<file path="src/sv/tgc_pkg.sv">
// ----------------------------------------------------------------------------
// Touch gesture classifier package
// Shared payload types, gesture and register codes, fixed timing constants.
// ----------------------------------------------------------------------------
package tgc_pkg;

  typedef logic [15:0] level_t;
  typedef logic [31:0] usec_t;
  typedef logic [2:0]  code_t;

  localparam int unsigned CFG_DW = 32;
  localparam int unsigned CFG_IW = 3;

  typedef enum logic [2:0] {
    G_IDLE     = 3'd0,
    G_PLUCK    = 3'd1,
    G_SCRAPE   = 3'd2,
    G_BOW      = 3'd3,
    G_HARMONIC = 3'd4,
    G_VIBRATO  = 3'd5,
    G_TREMOLO  = 3'd6,
    G_MUTED    = 3'd7
  } gesture_e;

  typedef enum logic [CFG_IW-1:0] {
    CFG_CONTACT_THR   = 3'd0,
    CFG_HOLDOFF       = 3'd1,
    CFG_SCRAPE_WIN    = 3'd2,
    CFG_TREM_STEP     = 3'd3,
    CFG_TREM_PERIOD   = 3'd4,
    CFG_WOBBLE_GOAL   = 3'd5,
    CFG_VIB_DEPTH     = 3'd6,
    CFG_MUTE_THR      = 3'd7
  } cfg_idx_e;

  localparam usec_t  GRACE_US           = 32'd50000;
  localparam level_t HARMONIC_PEAK_LOW  = 16'd8192;
  localparam level_t HARMONIC_PEAK_HIGH = 16'd24576;
  localparam level_t HARMONIC_FLATNESS  = 16'd1024;
  localparam usec_t  HARM_DWELL_US      = 32'd200000;
  localparam usec_t  SHORT_TOUCH_US     = 32'd30000;

endpackage

</file>
<file path="src/sv/tgc_if.sv">
// ----------------------------------------------------------------------------
// Touch gesture classifier channels
// Valid/ready channels for pressure samples and gesture codes.
// ----------------------------------------------------------------------------
interface tgc_sample_if import tgc_pkg::*; ();
  logic   valid;
  logic   ready;
  level_t sample_value;
  usec_t  sample_time_us;

  modport source (output valid, output sample_value, output sample_time_us, input ready);
  modport sink   (input valid, input sample_value, input sample_time_us, output ready);
endinterface

interface tgc_gesture_if import tgc_pkg::*; ();
  logic  valid;
  logic  ready;
  code_t gesture_code;

  modport source (output valid, output gesture_code, input ready);
  modport sink   (input valid, input gesture_code, output ready);
endinterface

</file>
<file path="src/sv/touch_gesture_classifier.sv">
// ----------------------------------------------------------------------------
// Touch gesture classifier
// Classifies timestamped pressure samples into one gesture code per word.
// ----------------------------------------------------------------------------
//  channel    dir  word
//  sample_i   in   sample_value[15:0], sample_time_us[31:0]
//  gesture_o  out  gesture_code[2:0]
//  cfg        in   cfg_we_i, cfg_idx_i[2:0], cfg_wdata_i[31:0]
//
//  One word per cycle sustained while gesture_o is ready; a word passes the
//  input register, then classify and state update into the result register.
//  Reset clears all contact state, configuration and both valid flags.
//  A stalled result holds the pipe; the input register still refills when
//  the result is taken in the same cycle.
// ----------------------------------------------------------------------------
module touch_gesture_classifier import tgc_pkg::*; (
  input  logic               clk_i,
  input  logic               rst_ni,
  tgc_sample_if.sink         sample_i,
  tgc_gesture_if.source      gesture_o,
  input  logic               cfg_we_i,
  input  logic [CFG_IW-1:0]  cfg_idx_i,
  input  logic [CFG_DW-1:0]  cfg_wdata_i
);

  typedef enum logic [1:0] {
    PH_RELEASED   = 2'd0,
    PH_ATTACKING  = 2'd1,
    PH_SUSTAINING = 2'd2
  } phase_e;

  // configuration
  logic [31:0] contact_thr_q, holdoff_q, scrape_win_q, trem_period_q, mute_thr_q;
  level_t      trem_step_q, vib_depth_q;
  logic [7:0]  wobble_goal_q;

  // input register
  logic   in_vld_q;
  level_t v_q;
  usec_t  t_q;

  // result register
  logic     out_vld_q;
  gesture_e gesture_q, gesture_d;

  // contact state
  logic       in_contact_q, in_contact_d;
  phase_e     phase_q, phase_d;
  usec_t      start_q, start_d, last_rev_q, last_rev_d, last_onset_q, last_onset_d;
  level_t     peak_q, peak_d, lo_q, lo_d, hi_q, hi_d, prev_q;
  logic [7:0] rev_cnt_q, rev_cnt_d;
  logic       dir_up_q, dir_up_d, harm_q, harm_d, mod_q, mod_d, mute_q, mute_d;

  logic   adv, onset, c_on, rising, rev_hit, band;
  phase_e ph0;
  level_t step, depth;
  usec_t  dt_onset;

  assign adv             = in_vld_q & (~out_vld_q | gesture_o.ready);
  assign sample_i.ready  = ~in_vld_q | adv;
  assign gesture_o.valid = out_vld_q;
  assign gesture_o.gesture_code = code_t'(gesture_q);

  always_ff @(posedge clk_i or negedge rst_ni) begin
    if (!rst_ni) begin
      contact_thr_q <= '0;
      holdoff_q     <= '0;
      scrape_win_q  <= '0;
      trem_step_q   <= '0;
      trem_period_q <= '0;
      wobble_goal_q <= '0;
      vib_depth_q   <= '0;
      mute_thr_q    <= '0;
    end else if (cfg_we_i) begin
      unique case (cfg_idx_e'(cfg_idx_i))
        CFG_CONTACT_THR: contact_thr_q <= cfg_wdata_i;
        CFG_HOLDOFF:     holdoff_q     <= cfg_wdata_i;
        CFG_SCRAPE_WIN:  scrape_win_q  <= cfg_wdata_i;
        CFG_TREM_STEP:   trem_step_q   <= cfg_wdata_i[15:0];
        CFG_TREM_PERIOD: trem_period_q <= cfg_wdata_i;
        CFG_WOBBLE_GOAL: wobble_goal_q <= cfg_wdata_i[7:0];
        CFG_VIB_DEPTH:   vib_depth_q   <= cfg_wdata_i[15:0];
        CFG_MUTE_THR:    mute_thr_q    <= cfg_wdata_i;
      endcase
    end
  end

  always_ff @(posedge clk_i or negedge rst_ni) begin
    if (!rst_ni) begin
      in_vld_q <= 1'b0;
    end else if (sample_i.ready) begin
      in_vld_q <= sample_i.valid;
    end
  end

  always_ff @(posedge clk_i) begin
    if (sample_i.ready && sample_i.valid) begin
      v_q <= sample_i.sample_value;
      t_q <= sample_i.sample_time_us;
    end
  end

  always_comb begin
    c_on         = in_contact_q | (v_q >= contact_thr_q[15:0]);
    in_contact_d = c_on & ~(v_q <= contact_thr_q[31:16]);
    onset        = in_contact_d & ~in_contact_q;

    start_d      = onset ? t_q : start_q;
    peak_d       = onset ? v_q : peak_q;
    lo_d         = onset ? v_q : lo_q;
    hi_d         = onset ? v_q : hi_q;
    rev_cnt_d    = onset ? 8'd0 : rev_cnt_q;
    last_rev_d   = onset ? t_q : last_rev_q;
    dir_up_d     = onset ? 1'b1 : dir_up_q;
    harm_d       = onset ? 1'b0 : harm_q;
    mod_d        = onset ? 1'b0 : mod_q;
    mute_d       = onset ? 1'b0 : mute_q;
    ph0          = onset ? PH_ATTACKING : phase_q;
    phase_d      = ph0;
    last_onset_d = last_onset_q;
    gesture_d    = G_IDLE;

    if (in_contact_d) begin
      if (v_q > peak_d) peak_d = v_q;
      if (v_q < lo_d)   lo_d   = v_q;
      if (v_q > hi_d)   hi_d   = v_q;
      if (ph0 == PH_ATTACKING && (t_q - start_d) > GRACE_US) phase_d = PH_SUSTAINING;
    end

    rising  = v_q >= prev_q;
    step    = rising ? v_q - prev_q : prev_q - v_q;
    rev_hit = (step >= trem_step_q) && (phase_d == PH_SUSTAINING) && (rising != dir_up_d);
    if (rev_hit) begin
      if ((t_q - last_rev_d) <= trem_period_q) begin
        if (rev_cnt_d != 8'hFF) rev_cnt_d = rev_cnt_d + 8'd1;
      end else begin
        rev_cnt_d = 8'd1;
      end
      last_rev_d = t_q;
      dir_up_d   = rising;
    end

    depth    = hi_d - lo_d;
    band     = (peak_d >= HARMONIC_PEAK_LOW) && (peak_d <= HARMONIC_PEAK_HIGH);
    dt_onset = t_q - last_onset_q;

    priority if (onset) begin
      if (dt_onset >= holdoff_q) begin
        gesture_d    = (dt_onset < scrape_win_q) ? G_SCRAPE : G_PLUCK;
        last_onset_d = t_q;
      end
    end else if (in_contact_d) begin
      priority if (!harm_q && band && depth <= HARMONIC_FLATNESS &&
                   (t_q - start_q) > HARM_DWELL_US) begin
        harm_d    = 1'b1;
        gesture_d = G_HARMONIC;
      end else if (!mod_q && rev_cnt_d >= wobble_goal_q) begin
        mod_d     = 1'b1;
        gesture_d = (depth >= vib_depth_q) ? G_VIBRATO : G_TREMOLO;
      end else begin
        gesture_d = G_BOW;
      end
      if (peak_d <= mute_thr_q[15:0] && v_q <= mute_thr_q[31:16]) mute_d = 1'b1;
    end else if (in_contact_q) begin
      phase_d = PH_RELEASED;
      if ((t_q - start_q) <= SHORT_TOUCH_US || mute_q) gesture_d = G_MUTED;
    end else begin
      gesture_d = G_IDLE;
    end
  end

  always_ff @(posedge clk_i or negedge rst_ni) begin
    if (!rst_ni) begin
      out_vld_q    <= 1'b0;
      gesture_q    <= G_IDLE;
      in_contact_q <= 1'b0;
      phase_q      <= PH_RELEASED;
      start_q      <= '0;
      peak_q       <= '0;
      lo_q         <= '0;
      hi_q         <= '0;
      rev_cnt_q    <= '0;
      last_rev_q   <= '0;
      dir_up_q     <= 1'b0;
      harm_q       <= 1'b0;
      mod_q        <= 1'b0;
      mute_q       <= 1'b0;
      prev_q       <= '0;
      last_onset_q <= '0;
    end else begin
      if (gesture_o.ready) out_vld_q <= 1'b0;
      if (adv) begin
        out_vld_q    <= 1'b1;
        gesture_q    <= gesture_d;
        in_contact_q <= in_contact_d;
        phase_q      <= phase_d;
        start_q      <= start_d;
        peak_q       <= peak_d;
        lo_q         <= lo_d;
        hi_q         <= hi_d;
        rev_cnt_q    <= rev_cnt_d;
        last_rev_q   <= last_rev_d;
        dir_up_q     <= dir_up_d;
        harm_q       <= harm_d;
        mod_q        <= mod_d;
        mute_q       <= mute_d;
        prev_q       <= v_q;
        last_onset_q <= last_onset_d;
      end
    end
  end

  a_phase_tracks_contact: assert property (@(posedge clk_i) disable iff (!rst_ni)
    in_contact_q == (phase_q != PH_RELEASED))
    else $error("contact phase disagrees with contact flag");

  a_onset_code: assert property (@(posedge clk_i) disable iff (!rst_ni)
    adv && onset |=> (gesture_q == G_IDLE || gesture_q == G_PLUCK || gesture_q == G_SCRAPE))
    else $error("onset gave a sustain or release gesture");

  a_release_code: assert property (@(posedge clk_i) disable iff (!rst_ni)
    adv && in_contact_q && !in_contact_d |=> (gesture_q == G_IDLE || gesture_q == G_MUTED))
    else $error("release gave a contact gesture");

endmodule

</file>
<file path="src/flat_wrapper.sv">
// flat-port wrapper written by rule: the top's interface ports become plain ports
module touch_gesture_classifier_flat import tgc_pkg::*;
  (clk_i, rst_ni, cfg_we_i, cfg_idx_i, cfg_wdata_i, sample_i_valid, sample_i_sample_value, sample_i_sample_time_us, sample_i_ready, gesture_o_valid, gesture_o_gesture_code, gesture_o_ready);
  tgc_sample_if sample_i_i ();
  tgc_gesture_if gesture_o_i ();
  input  logic clk_i;
  input  logic rst_ni;
  input  logic cfg_we_i;
  input  logic [CFG_IW-1:0] cfg_idx_i;
  input  logic [CFG_DW-1:0] cfg_wdata_i;
  input wire logic [$bits(sample_i_i.valid)-1:0] sample_i_valid;
  input wire logic [$bits(sample_i_i.sample_value)-1:0] sample_i_sample_value;
  input wire logic [$bits(sample_i_i.sample_time_us)-1:0] sample_i_sample_time_us;
  output wire logic [$bits(sample_i_i.ready)-1:0] sample_i_ready;
  output wire logic [$bits(gesture_o_i.valid)-1:0] gesture_o_valid;
  output wire logic [$bits(gesture_o_i.gesture_code)-1:0] gesture_o_gesture_code;
  input wire logic [$bits(gesture_o_i.ready)-1:0] gesture_o_ready;
  assign sample_i_i.valid = sample_i_valid;
  assign sample_i_i.sample_value = sample_i_sample_value;
  assign sample_i_i.sample_time_us = sample_i_sample_time_us;
  assign sample_i_ready = sample_i_i.ready;
  assign gesture_o_valid = gesture_o_i.valid;
  assign gesture_o_gesture_code = gesture_o_i.gesture_code;
  assign gesture_o_i.ready = gesture_o_ready;
  touch_gesture_classifier u_core (.clk_i(clk_i), .rst_ni(rst_ni), .sample_i(sample_i_i), .gesture_o(gesture_o_i), .cfg_we_i(cfg_we_i), .cfg_idx_i(cfg_idx_i), .cfg_wdata_i(cfg_wdata_i));
endmodule
</file>
<file path="config.mk">
export PLATFORM = sky130hd
export DESIGN_NAME = touch_gesture_classifier_flat
export DESIGN_NICKNAME = d
export VERILOG_FILES = /design/src/sv/tgc_pkg.sv /design/src/sv/tgc_if.sv /design/src/sv/touch_gesture_classifier.sv /design/src/flat_wrapper.sv
export SDC_FILE = /design/constraint.sdc
export NUM_CORES = 1
export LEC_CHECK = 0
export BUFFER_PORTS_ARGS = -buffer_cell sky130_fd_sc_hd__buf_4
export CAP_MARGIN = 20
export CORE_MARGIN = 2
export CORE_UTILIZATION = 65
export CTS_CLUSTER_SIZE = 24
export DETAILED_ROUTE_END_ITERATION = 10
export HOLD_SLACK_MARGIN = 0.1
export PLACE_DENSITY = 0.88
export SKIP_LAST_GASP = 1
export SYNTH_ARGS = -nofsm -noshare
export SYNTH_HDL_FRONTEND = slang
export SYNTH_SLANG_ARGS = --single-unit
</file>
<file path="constraint.sdc">
create_clock -name clk_i -period 21.7 [get_ports clk_i]
set_clock_uncertainty 0.05 [all_clocks]
set_input_delay 1.085 -clock clk_i [delete_from_list [all_inputs] [get_ports clk_i]]
set_output_delay 1.085 -clock clk_i [all_outputs]
set_load 0.03 [all_outputs]
</file>
==> metrics, run 1 <==
number of flops mapped to enable cells by yosys 48; drt initial violations 2663; Setup crit end kind flip-flop; Final HPWL DP 63.91 mm; RSZ-0062 raised after global routing false; RePlAce Congestion 1.028; max-slew violation count 0; Post-Layout Inst Area 34660 sq um; H-tree Lvls 2; die height 225.3 um; Setup CP Type flip-flop to flip-flop; Synth warnings 0; pin count of the biggest net entering global routing 115; FP Rows 81; Fmax 0.08679 GHz; area grow syn2layout 8.930%; most common flop cell mapped by yosys dfrtp_1; DP Area 33060 sq um; Top Usage Layer GRT met2; post-CTS sizing 0; CP max stage cell nor3_1; routing usage on met1 0.4382; most frequent cells in the layout ha_1, nand2_1, dfrtp_1, inv_1, o21ai_0; Core Region 48650 sq um; Final Hold Viols 0; layout cells sized above 1 0.1029; hold_buf cts 0; first-pass GRT wire length 138.9 mm; Worst Path Arrival 11.95 ns; leakage 0.01673 uW; nets 4128; vias 27020; initial antenna violation count 1; syn_area_per_cell 8.916 sq um; post-synth cell types 79; critical path launch point u_core.v_q[7]; Final period util 0.5310; Seq/Total Area, Yosys 0.3441; Yosys reg bits 428; total power 5548 uW; # IOs 93; clk sink count 428; Util after Layout 0.7125; Synth Instances 3569; commonest non-fill, non-tap cell in the layout ha_1; Clk pin slew, worst setup/hold paths 0.06 ns; Slowest Stage Delay on Critical Path 0.89 ns; fillers 3596; setup TNS 0 ns; Post-Syn Nets 4077; CTS tree yes; vias per std cell 6.316; Max-cap violations 0; reg2reg start u_core.v_q[7]; GR Layer Usage met3 0.06741; Slew @ Worst Pin 1.121 ns; total global-route track usage 0.3469; vias in the first global route 26250; grt met2 use 0.5580; I/O Buffers 92; GRT Residual Overflow 0; First-pass DRT Iterations 6; status completed; Hold Path Origin u_core.hi_q[7]; Starting Density 0.6541; CP Max Fanout 56; WL/cell 20.47 um; Hold Crit Class flip-flop to flip-flop; Detailed Route WL 87.58 mm; ys async rst share 0.8879; WP data required 22.13 ns; pwr dens 160.1 nW/um^2; number of remaining DRC errors 0; VDD IR max 0.08304 mV; clock buffer depth 3; Synth Cell Area 31820 sq um; minimum clock period after layout 11.52 ns; Routed Antenna Nets 0; Num CTS Buffers 47; count of final setup violators 0; DIE WIDTH 225.3 um; full die area 50740 sq um; Clock Latency Late Sink 0.60 ns; slew margin rel. 0.2469; Post-CTS Setup Inserts 0; root buf cell clkbuf_16; Worst setup SP type flip-flop
[stage by stage]
| step | setup slack, ns | cells | hold slack [ns] |
|---|---|---|---|
| 2_1_floorplan | 11.87 | 3569 | 0.3963 |
| 3_3_place_gp | 10.94 | 4190 | 0.4111 |
| 3_5_place_dp | 10.72 | 4190 | 0.4174 |
| 4_1_cts | 10.45 | 4273 | 0.4322 |
| 5_1_grt | 9.248 | 4276 | 0.4611 |
| 6_report | 10.18 | 4278 | 0.4353 |
[cell families after synthesis]
logic type               Yosys count  share of synthesized area
AO/OA/AOI/OAI                    972                     0.1869
XOR/XNOR                         116                    0.03193
adder cells (fa/ha/maj)          428                     0.1691
buffers and inverters            474                    0.05768
flip-flops                       428                     0.3441
multiplexers                     201                    0.07263
AND/OR/NAND/NOR                  950                     0.1377
[synthesized netlist by cell type, drive strengths merged (6+ instances only)]
cell | number | area (sq um)
ha | 414 | 5180
nand2 | 404 | 1524
dfrtp | 380 | 9509
inv | 357 | 1340
o21ai | 330 | 1652
a21oi | 266 | 1331
nor2 | 197 | 739.5
mux2 | 139 | 1678
a21o | 118 | 893.4
clkbuf | 93 | 349.1
xnor2 | 79 | 691.9
mux2i | 62 | 633.1
nor3 | 58 | 290.3
nand3 | 49 | 245.2
edfxtp | 48 | 1441
nand4 | 45 | 281.5
nand2b | 44 | 275.3
o21a | 41 | 307.8
nor2b | 40 | 250.2
xor2 | 37 | 324.1
a31oi | 32 | 200.2
a211oi | 27 | 202.7
and3 | 26 | 162.7
buf | 24 | 146.4
o21bai | 18 | 135.1
or3 | 18 | 112.6
or2 | 16 | 100.1
and2 | 15 | 93.84
o211ai | 14 | 105.1
o31ai | 14 | 105.1
a21boi | 13 | 97.59
o2111ai | 13 | 113.9
a2111oi | 8 | 70.07
a221oi | 8 | 76.32
maj3 | 8 | 80.08
nor3b | 7 | 52.55
nor4 | 7 | 43.79
a211o | 6 | 52.55
fa | 6 | 120.1
nand3b | 6 | 45.04
o221ai | 6 | 52.55
o22ai | 6 | 37.54
o41ai | 6 | 52.55
[worst max-delay path: cells and delay by family (launching register included)]
| family | cells | cell delay, ns |
|---|---|---|
| compound gates | 26 | 5.64 |
| xor+xnor | 1 | 0.13 |
| fa+ha+maj | 4 | 1.26 |
| buf+inv | 1 | 0.09 |
| flops | 1 | 0.66 |
| simple gates | 15 | 3.49 |
[registers in the layout, indices dropped and copies added, names as in the netlist, 2 cells and up]
signal,flops
u_core.contact_thr_q,32
u_core.holdoff_q,32
u_core.prev_q,16
u_core.v_q,16
u_core.last_onset_q,32
u_core.wobble_goal_q,8
u_core.trem_period_q,32
u_core.scrape_win_q,32
u_core.peak_q,16
u_core.mute_thr_q,32
u_core.rev_cnt_q,8
u_core.hi_q,16
u_core.start_q,32
u_core.phase_q,2
u_core.vib_depth_q,16
u_core.gesture_o.gesture_code,3
u_core.lo_q,16
u_core.t_q,32
u_core.trem_step_q,16
u_core.last_rev_q,32
[cell type report]
class | instances | area (sq um) | share of cell area
timing repair buffer | 119 | 925.9 | 0.02671
clock inverter | 11 | 115.1 | 0.003321
tap | 622 | 778.2 | 0.02245
clock buffer | 72 | 1433 | 0.04133
multi-input combinational | 2667 | 19110 | 0.5515
inverter | 357 | 1340 | 0.03866
sequential | 428 | 10950 | 0.3159
antenna | 2 | 5.005 | 0.0001444
[report_power, final]
| part | internal [uW] | total [uW] | switching [uW] |
|---|---|---|---|
| Sequential | 1040 | 1190 | 146 |
| Clock | 477 | 817 | 341 |
| Combinational | 1470 | 3540 | 2070 |
[path summary, 6_finish.rpt]
| check | end | slack (ns) | depth (start not counted) |
|---|---|---|---|
| max in group asynchronous | u_core.last_rev_q[25] | 19.02 | 3 |
| min in group asynchronous | u_core.vib_depth_q[3] | 0.52 | 1 |
| hold reg to reg | u_core.hi_q[7] | 0.44 | 2 |
| setup reg to reg | u_core.gesture_o.gesture_code[2] | 10.18 | 47 |
| setup / recovery | u_core.gesture_o.gesture_code[2] | 10.18 | 47 |
| hold / removal | u_core.hi_q[7] | 0.44 | 2 |
[per-layer routing]
layer  part of all wire  vias up
li1                   -    12710
met1               0.40    12810
met2               0.45     1195
met3              0.082      310
met4              0.061        0
met5                  0        -
Note: power is estimated with default switching activity, not from simulation.
==> run 2, diff against run 1 <==
Settings changed: CORE_UTILIZATION 65 to 64, PLACE_DENSITY 0.88 to 0.87.
Clock period 21.7 ns to 11.4 ns, I/O delays scaled along.
==> metrics, run 2 (synthesis gave the netlist of run 1 again) <==
# IOs 93 (unchanged); area grow syn2layout 11.58%; Setup CP Type flip-flop to flip-flop; number of remaining DRC errors 0 (unchanged); CTS tree yes; minimum clock period after layout 10.37 ns (-1.153 ns); CP Max Fanout 17 (-70%); pwr dens 301.7 nW/um^2 (+89%); clock power share 0.161 (+0.014); Worst Path Buf+Inv 0 (-1); Core Region 49050 sq um (+0.83%); I/O Buffers 92 (unchanged); Final HPWL DP 64.85 mm (+1.5%); initial antenna violation count 0 (-1); CP max stage cell edfxtp_1; Flop pwr share 0.209 (-0.005); total global-route track usage 0.3510 (+0.004101); CP dominant cell by count o21ai_0; Detailed Route WL 89.58 mm (+2.3%); Util after Layout 0.7238 (+0.01130); VDD IR max 0.1939 mV (+130%); Worst Path Arrival 10.83 ns (-1.12 ns); Max-cap violations 0 (unchanged); RePlAce Congestion 1.012 (-1.5%); Num CTS Buffers 49 (+4.3%); commonest non-fill, non-tap cell in the layout ha_1; most frequent cells in the layout ha_1, nand2_1, dfrtp_1, inv_1, o21ai_0; vias per std cell 6.189 (-2.0%); GRT Residual Overflow 0 (unchanged); Final Hold Viols 0 (unchanged); vias 27160 (+0.53%); vias in the first global route 26840 (+2.3%); Final period util 0.9096 (+0.3786); pin count of the biggest net entering global routing 106 (-7.8%); clk sink count 428 (unchanged); Fmax 0.09644 GHz (+11%); Clock Latency Late Sink 0.62 ns (+0.02 ns); setup TNS 0 ns (unchanged); die height 227.0 um (+0.77%); RSZ-0062 raised after global routing false; max-slew violation count 0 (unchanged); clock buffer depth 3 (unchanged); fillers 3602 (+0.17%); Hold Crit Class primary input to flip-flop; status completed; nets 4191 (+1.5%); Starting Density 0.6487 (-0.005406); Slowest Stage Delay on Critical Path 0.58 ns (-0.31 ns); First-pass DRT Iterations 8 (+2); switching pwr 4884 uW (+91%); WP data required 11.86 ns (-10.27 ns); CP top delay family compound AO/OA/AOI/OAI gates; root buf cell clkbuf_16; Net Sw Frac 0.4559 (-0.004931); first-pass GRT wire length 141.6 mm (+2.0%); drt initial violations 2530 (-5.0%); setup ws final 1.031 ns (-9.147 ns); Internal 5830 uW (+95%); DIE WIDTH 227.0 um (+0.77%); WL/cell 20.41 um (-0.30%); FP Rows 81 (unchanged); H-tree Lvls 2 (unchanged); total power 10710 uW (+93%); Worst setup SP type flip-flop; post-CTS sizing 0 (unchanged); Setup crit end kind flip-flop; count of final setup violators 0 (unchanged); Clk pin slew, worst setup/hold paths 0.07 ns (about the same); leakage 0.01710 uW (+2.2%); full die area 51520 sq um (+1.5%); Routed Antenna Nets 0 (unchanged); dpl ws 1.033 ns (-9.683 ns); Slew @ Worst Pin 1.022 ns (-0.09858 ns); slew margin rel. 0.3131 (+0.06622); layout cells sized above 1 0.1071 (+0.004242); Gate power share 0.630 (-0.009)
==> run 2: metrics by stage <==
| step | area [sq um] | hold slack (ns) | instances |
|---|---|---|---|
| finish | 35510 | 0.1879 | 4389 |
| global route | 35500 | 0.1930 | 4388 |
| CTS | 35470 | 0.1601 | 4386 |
| detailed placement | 33220 | 0.4126 | 4244 |
| global placement | 33220 | 0.4074 | 4244 |
| floorplan | 31820 | 0.2244 | 3569 |
==> run 2: routing by layer <==
layer	global-route usage	vias to the layer above	part of all wire	routed length (um)
met3	0.06285	304	0.071	6366
met1	0.4378	12960	0.40	36070
li1	-	12830	-	-
met5	0	-	0	0
met2	0.5749	1071	0.46	41350
met4	0.2047	0	0.065	5790
==> run 2: worst paths after layout <==
| check | from | to | slack, ns | cells past startpoint |
|---|---|---|---|---|
| setup reg to reg | u_core.v_q[13] | u_core.gesture_o.gesture_code[2] | 1.03 | 48 |
| max in group asynchronous | rst_ni | u_core.last_onset_q[24] | 8.51 | 4 |
| hold reg to reg | u_core.hi_q[2] | u_core.hi_q[2] | 0.43 | 2 |
| min in group asynchronous | rst_ni | u_core.trem_step_q[2] | 0.51 | 2 |
| setup / recovery | u_core.v_q[13] | u_core.gesture_o.gesture_code[2] | 1.03 | 48 |
| hold / removal | cfg_wdata_i[28] | u_core.scrape_win_q[28] | 0.19 | 3 |
==> run 2: repair_timing <==
action / in CTS / in global routing
buffers inserted: 0 / 0
hold buffers: 50 / 0
hold endpoints to repair: 139 / 0
setup endpoints to repair: 0 / 0
==> run 2: worst reg2reg max path, delay by kind of cell, from the launching register on <==
kind                       cells  cell delay (ns)
AOI/OAI and AO/OA             25             5.13
xor gates and xnor gates       1             0.14
adders and majority gates      5             1.46
DFF                            1             0.58
and+or+nand+nor               17             2.89
==> run 2: cell type report <==
class / count / area, sq um / share of cell area
multi-input combinational: 2667 / 19110 / 0.5384
clock buffer: 67 / 1416 / 0.03989
clock inverter: 25 / 334.1 / 0.009409
inverter: 357 / 1340 / 0.03774
timing repair buffer: 180 / 1516 / 0.04271
tap: 664 / 830.8 / 0.02340
sequential: 428 / 10950 / 0.3084
antenna: 1 / 2.502 / 0.00007048
==> run 2: power groups by stage <==
stage                     logic, uW  clock network [uW]  registers (uW)
final                          6750                1720            2240
after global routing           7470                1800            2280
after CTS                      6600                1730            2230
after detailed placement       6500                   0            2250
after global placement         6280                   0            2230
after floorplan                4910                   0            2170
